===== config.mk =====
export PLATFORM = sky130hd
export DESIGN_NAME = lzwcl_ram
export DESIGN_NICKNAME = d
export VERILOG_FILES = /design/src/hdl/lzwcl_ram.sv
export SDC_FILE = /design/constraint.sdc
export NUM_CORES = 2
export LEC_CHECK = 0
export ABC_AREA = 1
export BUFFER_PORTS_ARGS = -buffer_cell sky130_fd_sc_hd__buf_4
export CAP_MARGIN = 0
export CORE_ASPECT_RATIO = 1.25
export CORE_UTILIZATION = 57
export DETAILED_ROUTE_END_ITERATION = 8
export HOLD_SLACK_MARGIN = 0.12
export PLACE_DENSITY = 0.74
export SLEW_MARGIN = 40
export SYNTH_ARGS = -nofsm -noshare
export SYNTH_HDL_FRONTEND = slang
export SYNTH_SLANG_ARGS = --single-unit

===== constraint.sdc =====
create_clock -name clk -period 1.7 [get_ports clk]
set_input_delay 0.17 -clock clk [delete_from_list [all_inputs] [get_ports clk]]
set_output_delay 0.17 -clock clk [all_outputs]
set_load 0.1 [all_outputs]

===== src/hdl/lzwcl_ram.sv =====
// ----------------------------------------------------------------------------
// lzwcl_ram
// Generic single-write, single-read synchronous RAM with registered read
// data (read-first on an address collision).
// ----------------------------------------------------------------------------
`default_nettype none

module lzwcl_ram #(
	parameter int unsigned WIDTH = 8,
	parameter int unsigned DEPTH = 256
) (
	input  wire logic                     clk,
	input  wire logic                     we,
	input  wire logic [$clog2(DEPTH)-1:0] waddr,
	input  wire logic [WIDTH-1:0]         wdata,
	input  wire logic [$clog2(DEPTH)-1:0] raddr,
	output logic      [WIDTH-1:0]         rdata
);

	logic [WIDTH-1:0] mem [DEPTH];

	// write port
	always_ff @(posedge clk) begin
		if (we) begin
			mem[waddr] <= wdata;
		end
	end

	// registered read port
	always_ff @(posedge clk) begin
		rdata <= mem[raddr];
	end

endmodule

`default_nettype wire


==> out/metrics.csv <==
stage,metric,value,unit
setup_path,Worst EP arrival,2.45,ns
synth,sequential fraction of the synthesis area,73.94,%
setup_path,Worst Path Buf+Inv,0,
final_layout,nets@finish,7572,
place,placer congestion estimate,0.9580,
sta,worst setup slack after layout,-0.03118,ns
sta,Tcrit/Tclk final,101.8,%
final_layout,"commonest non-fill, non-tap cell in the layout",nand2_1,
synth,xor and xnor area share after synthesis,0,%
synth,Compound-Gate Fraction of Synth Area,0,%
die,I/O Pins,34,
final_layout,Multi-input gate area,0.01942,mm^2
die,row cnt,156,
setup_path,CP Capture Type,flip-flop,
final_layout,final non-filler cell area,0.09821,mm^2
synth,synthesized area,0.08340,mm^2
sta,final worst clock skew,0.03067,ns
sta,clock period minus worst slack,1.731,ns
setup_path,CP max FO,1,
synth,Synth cell types,14,
setup_path,CP Launch Type,flip-flop,
route,WL/cell,24.66,um
place,port bufs,33,
setup_path,Critical-path top delay cell,edfxtp_1,
synth,Seq cells post-synth,2056,
setup_path,"delay-heaviest family, CP",simple AND/OR/NAND/NOR gates,
synth,adder-cell share of the synthesized area,0,%
status,failing checks,setup timing,
final_layout,Fillers,9668,
sta,achievable frequency,577.6,MHz
setup_path,CP startpoint,mem[97][6],
route,vias,59128,
final_layout,share of cells above drive strength 1,15.03,%
clock_network,CTS Buf Count,183,
sta,Final TNS setup,-0.06102,ns
flow_run,max-cap viol count,0,
clock_network,root buf cell,clkbuf_16,
final_layout,layout overhead on the synthesized area,17.76,%
die,Core Area,0.1448,mm^2
setup_path,crit path kind,reg -> reg,
die,DIE AREA,0.1479,mm^2
synth,post-synthesis mux area share,0,%
global_routing,vias in the first global route,57824,
setup_path,reg2reg start,mem[97][6],
die,Initial Utilization,57.58,%
sta,max_slew headroom,55.15,%
place,hpwl dp,148.4,mm
pwr,VDD IR max,1015,uV
synth,Syn Nets,7029,
synth,Mapped Avg Cell Area,11.91,um^2
global_routing,GRT Overall Usage,32.13,%
setup_path,Crit path largest cell delay,0.39,ns
clock_network,clk slew on worst S/H paths,0.06,ns
synth,main combinational cell family by area after synthesis,simple AND/OR/NAND/NOR gates,
place,placed cell count,9243,
setup_path,critical path required time,2.42,ns
pwr,Leak,35.65,nW
synth,Yosys warning count,0,
synth,cell count after synthesis,7003,
place,Placed Area,0.09174,mm^2
route,First DRT Iteration DRCs,8491,
sta,Setup-failing EPs final,2,
final_layout,non-filler instance count after layout,9600,
clock_network,H-tree Lvls,4,
place,worst slack at placement,-0.9254,ns
die,chip width,344.1,um
global_routing,global route overflow,0,
global_routing,largest net degree at the start of global routing,81,
sta,Hold WS,0.1823,ns
clock_network,Longest Clk Path Bufs,3,
sta,RSZ-0062 raised after global routing,true,
status,outcome,"complete, but fails checks",
final_layout,most frequent cells in the layout,"nand2_1, edfxtp_1, nand3_1, buf_4, nor2_1",
clock_network,postcts setup bufs,0,
route,Final ANT Viol Nets,0,
clock_network,"Clk Latency, worst-skew pair",0.84,ns
clock_network,CTS tree,built,
route,final wirelength,236.8,mm
clock_network,clk sink count,2056,
global_routing,initial antenna violation count,4,
sta,"Hold Vio Cnt, Final",0,
sta,measured slew at the worst slew-check pin,0.6720,ns
setup_path,CP cell instances,nand2_1 > nand3_1 > nand3_1 > nand3_1 > nand3_2 > nand3_2 > nand3_2 > nand2_2 > nand2_2 > nand2_1,
synth,Simple-Gate Fraction of Synth Area,22.95,%
route,drt first pass iters,7,
final_layout,Register Area,0.06168,mm^2
route,DRC,0,
setup_path,flop2flop setup slack,-0.03,ns
min_path,hold path start,waddr[4],
route,drt via density,6.159,
pwr,pwr dens,1071,mW/mm^2
min_path,Hold Path Class,in -> reg,
die,Die Y,429.7,um
sta,Max Transition Viols Final,0,
global_routing,first-pass GRT wire length,351.4,mm
final timing paths:
check / endpoint / depth (start not counted)
worst min register to register: rdata[0] / 10
worst max-delay path: rdata[6] / 10
worst min-delay path: mem[184][2] / 6
worst max register to register: rdata[6] / 10
final cells by class:
type	count	area share, %
repair buffers	841	8.787
clock inverters	112	1.073
diodes	8	0.02038
clock buffers	223	4.946
multi-input cells	4425	19.77
well taps	1896	2.416
flip-flops and latches	2056	62.80
inverters	39	0.1835
sequential cells by signal, summed over array words and instances (netlist names):
name   cells
rdata      8
mem     2048
tightest hold or removal path, stage by stage:
cell     delay [ns]
buf_4          0.14
nand2_1        0.09
nor2_1         0.06
nand2_1        0.12
nor2_1         0.07
buf_4          0.17
cells in the mapped netlist:
| cell type | count | area share (%) |
|---|---|---|
| nand2_1 | 2123 | 9.6 |
| clkbuf_1 | 112 | 0.50 |
| inv_2 | 2 | 0.0090 |
| inv_1 | 36 | 0.16 |
| buf_2 | 268 | 1.6 |
| buf_4 | 46 | 0.41 |
| nand3_1 | 2019 | 12 |
| dfxtp_1 | 8 | 0.19 |
| inv_4 | 1 | 0.0075 |
| nor2_1 | 283 | 1.3 |
| buf_8 | 1 | 0.018 |
| buf_1 | 40 | 0.18 |
| edfxtp_1 | 2048 | 74 |
| buf_6 | 16 | 0.22 |
stage by stage:
step	total power [mW]	util (%)
after floorplan	60.63	-
after global placement	64.44	63.34
after detailed placement	64.60	63.34
after CTS	105.3	67.69
after global routing	107.7	67.80
final	105.2	67.81
power by group:
| group | total [mW] | leakage (nW) | internal, mW | switching, mW |
|---|---|---|---|---|
| Sequential | 56.0 | 18.5 | 55.8 | 0.107 |
| Clock | 41.3 | 2.89 | 23.2 | 18.1 |
| Combinational | 7.96 | 14.3 | 2.54 | 5.42 |
what timing repair did:
item	4_1_cts	5_1_grt
resized for setup	64	33
endpoints found under the setup margin	16	8
hold endpoints to repair	2080	0
hold buffers	14	0
pin swaps	0	6
metal layers:
metal | track usage, % | part of all wire (%) | vias to the layer above
li1 | - | - | 25964
met1 | 40.55 | 35 | 28589
met2 | 51.61 | 48 | 3796
met3 | 5.921 | 11 | 779
met4 | 19.66 | 6.5 | 0
met5 | 0 | 0 | -
kinds of logic (layout without fill, tap and decap cells):
kind of cell | after synthesis | count (layout)
buffers and inverters | 522 | 1215
other | 0 | 8
AND/OR/NAND/NOR | 4425 | 4425
flip-flops | 2056 | 2056
Note: power is estimated with default switching activity, not from simulation.
