File: src/hdl/lzwcl_pkg.sv
// ----------------------------------------------------------------------------
// lzwcl_pkg
// Shared constants and types of the LZW letter compressor: default alphabet
// and dictionary sizes, output queue depth and the queue push bundle.
// ----------------------------------------------------------------------------
`default_nettype none

package lzwcl_pkg;

	// default dictionary shape
	localparam int unsigned ALPHABET_DEF  = 26;
	localparam int unsigned MAX_CODES_DEF = 4096;

	// input symbol width
	localparam int unsigned LETTER_W = 5;

	// output queue depth (power of two); input stalls above OQ_DEPTH-4 held
	localparam int unsigned OQ_DEPTH = 8;

	// control of the main pipeline
	typedef enum logic [1:0] {
		ST_CLEAR = 2'b01,
		ST_RUN   = 2'b10
	} ctl_state_t;

	// results written to the output queue in one cycle (second only with first)
	typedef struct packed {
		logic first;
		logic second;
	} oq_push_t;

endpackage

`default_nettype wire

File: src/hdl/lzwcl_out_queue.sv
// ----------------------------------------------------------------------------
// lzwcl_out_queue
// Small output queue of results. Takes up to two results per cycle and
// gives one per cycle; the head holds while the consumer stalls.
// ----------------------------------------------------------------------------
`default_nettype none

module lzwcl_out_queue #(
	parameter int unsigned WIDTH = 13,
	parameter int unsigned DEPTH = lzwcl_pkg::OQ_DEPTH
) (
	input  wire logic                       clk,
	input  wire logic                       arst_n,
	input  wire lzwcl_pkg::oq_push_t        push,
	input  wire logic [WIDTH-1:0]           wdata0,
	input  wire logic [WIDTH-1:0]           wdata1,
	input  wire logic                       pop,
	output logic                            rd_valid,
	output logic      [WIDTH-1:0]           rd_data,
	output logic      [$clog2(DEPTH+1)-1:0] level
);

	import lzwcl_pkg::*;

	localparam int unsigned PW = $clog2(DEPTH);
	localparam int unsigned LW = $clog2(DEPTH + 1);

	logic [WIDTH-1:0] mem_q [DEPTH];
	logic [PW-1:0]    wr_ptr_q;
	logic [PW-1:0]    rd_ptr_q;
	logic [LW-1:0]    cnt_q;
	logic [LW-1:0]    n_push;
	logic             do_pop;

	assign n_push   = LW'(push.first) + LW'(push.second);
	assign do_pop   = pop && (cnt_q != '0);
	assign rd_valid = (cnt_q != '0);
	assign rd_data  = mem_q[rd_ptr_q];
	assign level    = cnt_q;

	// storage, two write slots
	always_ff @(posedge clk) begin
		if (push.first) begin
			mem_q[wr_ptr_q] <= wdata0;
		end
		if (push.second) begin
			mem_q[wr_ptr_q + PW'(1)] <= wdata1;
		end
	end

	// pointers and fill count
	always_ff @(posedge clk or negedge arst_n) begin
		if (!arst_n) begin
			wr_ptr_q <= '0;
			rd_ptr_q <= '0;
			cnt_q    <= '0;
		end else begin
			wr_ptr_q <= wr_ptr_q + PW'(n_push);
			if (do_pop) begin
				rd_ptr_q <= rd_ptr_q + PW'(1);
			end
			cnt_q <= cnt_q + n_push - LW'(do_pop);
		end
	end

endmodule

`default_nettype wire

File: config.mk
export PLATFORM = sky130hd
export DESIGN_NAME = lzwcl_out_queue
export DESIGN_NICKNAME = d
export VERILOG_FILES = /design/src/hdl/lzwcl_pkg.sv /design/src/hdl/lzwcl_out_queue.sv
export SDC_FILE = /design/constraint.sdc
export NUM_CORES = 1
export LEC_CHECK = 0
export ABC_AREA = 1
export ABC_CLOCK_PERIOD_IN_PS = 2200
export BUFFER_PORTS_ARGS = -buffer_cell sky130_fd_sc_hd__clkbuf_2
export CAP_MARGIN = 40
export CORE_MARGIN = 2
export CORE_UTILIZATION = 45
export CTS_CLUSTER_SIZE = 28
export DETAILED_ROUTE_END_ITERATION = 6
export GPL_TIMING_DRIVEN = 0
export REMOVE_ABC_BUFFERS = 1
export SETUP_SLACK_MARGIN = 0.02
export SKIP_LAST_GASP = 1
export SYNTH_ARGS = -nofsm -noshare
export SYNTH_HDL_FRONTEND = slang
export SYNTH_SLANG_ARGS = --single-unit
export TNS_END_PERCENT = 50
File: constraint.sdc
create_clock -name clk -period 2.2 [get_ports clk]
set_clock_uncertainty 0.05 [all_clocks]
set_input_delay 0.11 -clock clk [delete_from_list [all_inputs] [get_ports clk]]
set_output_delay 0.11 -clock clk [all_outputs]
set_load 0.01 [all_outputs]
==> summary.md <==
| Metric | Value |
|---|---|
| Vias in the first global route | 5704 |
| R2r setup slk | 0.06 ns |
| Final worst path period need | 2.14 ns |
| Die Ht | 130 um |
| Starting Density | 45.4% |
| Die area | 16900 sq um |
| Drt total wl | 21.1 mm |
| H-tree depth | 4 |
| Deepest clock path buffer count | 2 |
| Row count | 46 |
| Share of post-route cells with drive strength above 1 | 16.7% |
| IO Count | 49 |
| GRT Total Usage | 26.1% |
| Max-slew violations | 0 |
| Post-layout util | 54.7% |
| Status | completed |
| Fraction of registers with async set/reset | 8.77% |
| Data arrival time of the worst path | 2.26 ns |
| Most frequent cell after synthesis | nand2_1 |
| Port buffer count | 48 |
| Post-Synth XOR/XNOR Area | 0.613% |
| Hold violation total from the final report | 0 |
| Period utilisation layout | 97.2% |
| Main synth FF type | edfxtp_1 |
| Worst-Margin Slew | 0.495 ns |
| Switch share | 45.3% |
| CTS sink count | 114 |
| Internal Power | 7.72 mW |
| Largest net degree at the start of global routing | 40 |
| Core area | 15700 sq um |
| Register share of total power | 26.0% |
| CTS tree | built |
| Placed Instances | 1112 |
| Post-synthesis simple-gate area fraction | 35.4% |
| Synth top area cells | edfxtp_1 44%, nand2_1 21%, nand4_1 9.1% |
| Ant diodes | 0 |
| Clk slew on worst S/H paths | 0.06 ns |
| Worst Setup EP | mem_q[5][9] |
| Antenna Nets Post-Route | 0 |
| Final setup viols | 0 |
| Drt drc | 0 |
| Cells after Synth | 918 |
| Pre-CTS setup slack | -1.40 ns |
| Post-synth top cells | 395 x nand2_1, 121 x inv_1, 104 x edfxtp_1, 104 x nand4_1, 54 x nand3_1 |
| Mux contribution to synthesized area | 0% |
| Drt pass-1 iters | 6 |
| Drt initial violations | 580 |
| Power density over the cells | 1640 nW/um^2 |
| Largest area contributor in the netlist | edfxtp_1 |
| Area share of the largest cell type after synthesis | 43.7% |
| Leakage power | 4.21 nW |
| Slew HR | 67.0% |
| Synth Area in Compound Gates | 0.771% |
| Die Wd | 130 um |
| Worst r2r path cells | 8 |
| Cts bufs inserted | 17 |
| Largest family of logic cells by synthesized area | simple AND/OR/NAND/NOR gates |
| Post-synth EDFFs | 104 |
| Dpl cell area | 7550 sq um |
| Worst Setup SP | wr_ptr_q[1] |
| Reg-to-Reg Start | wr_ptr_q[1] |
| Post-Synth Adder-Cell Area | 2.31% |
| Critical Path RT | 2.32 ns |
| Comb pwr share | 54.6% |
| Worst hold slack | 0.0296 ns |
| Yosys reg bits | 114 |
| Post-synth cell types | 25 |
| RePlAce Congestion | 0.743 |
| Max-Cap Viols | 0 |
| Vias per inst | 5.31 |
| Net Switching | 6.39 mW |
| FMAX | 467 MHz |
| Warning count from the yosys run | 0 |
| Worst hold path type | in -> async |
| Layout area overhead | 20.4% |
| Global-route wire length before repair | 32.4 mm |
| Initial antenna violation count | 0 |
| Routed len/inst | 18.0 um |
| GRT overflow | 0 |
| Root Buffer | clkbuf_16 |
| Max Fanout on Critical Path | 38 |
| Cell area after layout | 8600 sq um |
| Clock Power Share | 19.4% |
| Post-DP HPWL | 11.8 mm |
| End of the worst register-to-register path | mem_q[5][9] |
| Post-synthesis sequential area ratio | 47.2% |
| Worst-skew pair later-pin latency | 0.42 ns |
| Crit. End Element | flip-flop |
| RSZ-0062 raised after global routing | true |
| Netlist area before placement | 7140 sq um |
| WS Path Type | reg -> reg |
| Mean Syn Cell Area | 7.78 sq um |
| Final Non-Filler Cells | 1174 |
| Final WS setup | 0.0610 ns |
| Via Count | 6232 |
| CP startpoint kind | flip-flop |
| Final nets | 988 |
| Worst vdd ir | 0.00175 V |
-- routing by layer --
| metal | GRT usage [%] | up-vias | share of wire, % |
|---|---|---|---|
| met5 | 0 | - | 0 |
| met4 | 10.4 | 0 | 2.7 |
| met3 | 4.06 | 54 | 7.5 |
| met2 | 42.2 | 275 | 48 |
| met1 | 35.4 | 2877 | 41 |
| li1 | - | 3026 | - |
-- cell type report --
class	count	area [sq um]
Inverter	125	494
Clock buffer	22	539
Fill cell	1386	7120
Clock inverter	10	58.8
Sequential cell	114	3380
Timing Repair Buffer	95	892
Tap cell	216	270
Multi-Input combinational cell	592	2960
-- flip-flops by register name, summed over array words and instances (netlist names) --
signal	cells
level	4
mem_q	104
rd_ptr_q	3
wr_ptr_q	3
-- worst min path at each step --
stage | start | to | depth (start not counted)
finish | arst_n | level[0] | 2
global route | wdata0[3] | mem_q[2][3] | 3
floorplan | arst_n | level[0] | 0
CTS | wdata0[2] | mem_q[0][2] | 3
detailed placement | arst_n | level[0] | 1
global placement | arst_n | level[0] | 1
-- stage by stage --
| stage | power [mW] | setup TNS [ns] |
|---|---|---|
| final | 14.1 | 0 |
| after global routing | 15.0 | -0.0264 |
| after CTS | 13.7 | 0 |
| after detailed placement | 10.2 | -103.20 |
| after global placement | 8.46 | -632.35 |
| after floorplan | 7.29 | -226.14 |
-- power groups by stage --
stage	logic, mW	registers, mW	clock network (mW)
2_1_floorplan	3.56	3.73	0
3_3_place_gp	4.67	3.79	0
3_5_place_dp	6.45	3.78	0
4_1_cts	7.29	3.70	2.75
5_1_grt	8.41	3.74	2.84
6_report	7.71	3.67	2.73
-- layout by cell type, fill, tap and decap left out, types with 5 or more instances in the layout --
cell       Yosys  layout
buf_4         14      21
nand4_1      104     104
clkbuf_16      0      21
ha_1          10       9
o21ai_4        0       7
buf_12         0       8
nand3_4        6       8
nand2_1      395     391
nand3_1       54      53
inv_1        121     119
inv_4          0       7
dfrtp_1       10       5
buf_16         0       6
clkbuf_2      10      48
edfxtp_1     104     104
buf_6          8       5
-- critical path: stages, from the launching register on --
cell and delay (ns):
dfrtp_2 0.46, ha_4 0.28, buf_12 0.20, inv_8 0.16, buf_16 0.20, nand3_4 0.14
buf_4 0.24, nand2_1 0.08, nand2_1 0.05
-- repair_timing --
item | 4_1_cts | 5_1_grt
cloned | 2 | 1
setup buffers | 14 | 11
hold endpoints to repair | 12 | 0
endpoints found under the setup margin | 222 | 70
hold buffers | 2 | 0
pin swaps | 8 | 1
gates resized for setup | 27 | 4
-- logic make-up (layout without fill, tap and decap cells) --
group           count (synthesis)  after routing
xor+xnor                        5              5
buf+inv                       214            252
simple gates                  562            564
compound gates                 11             11
fa+ha+maj                      12             12
flops                         114            114
(Power assumes the default switching activity.)
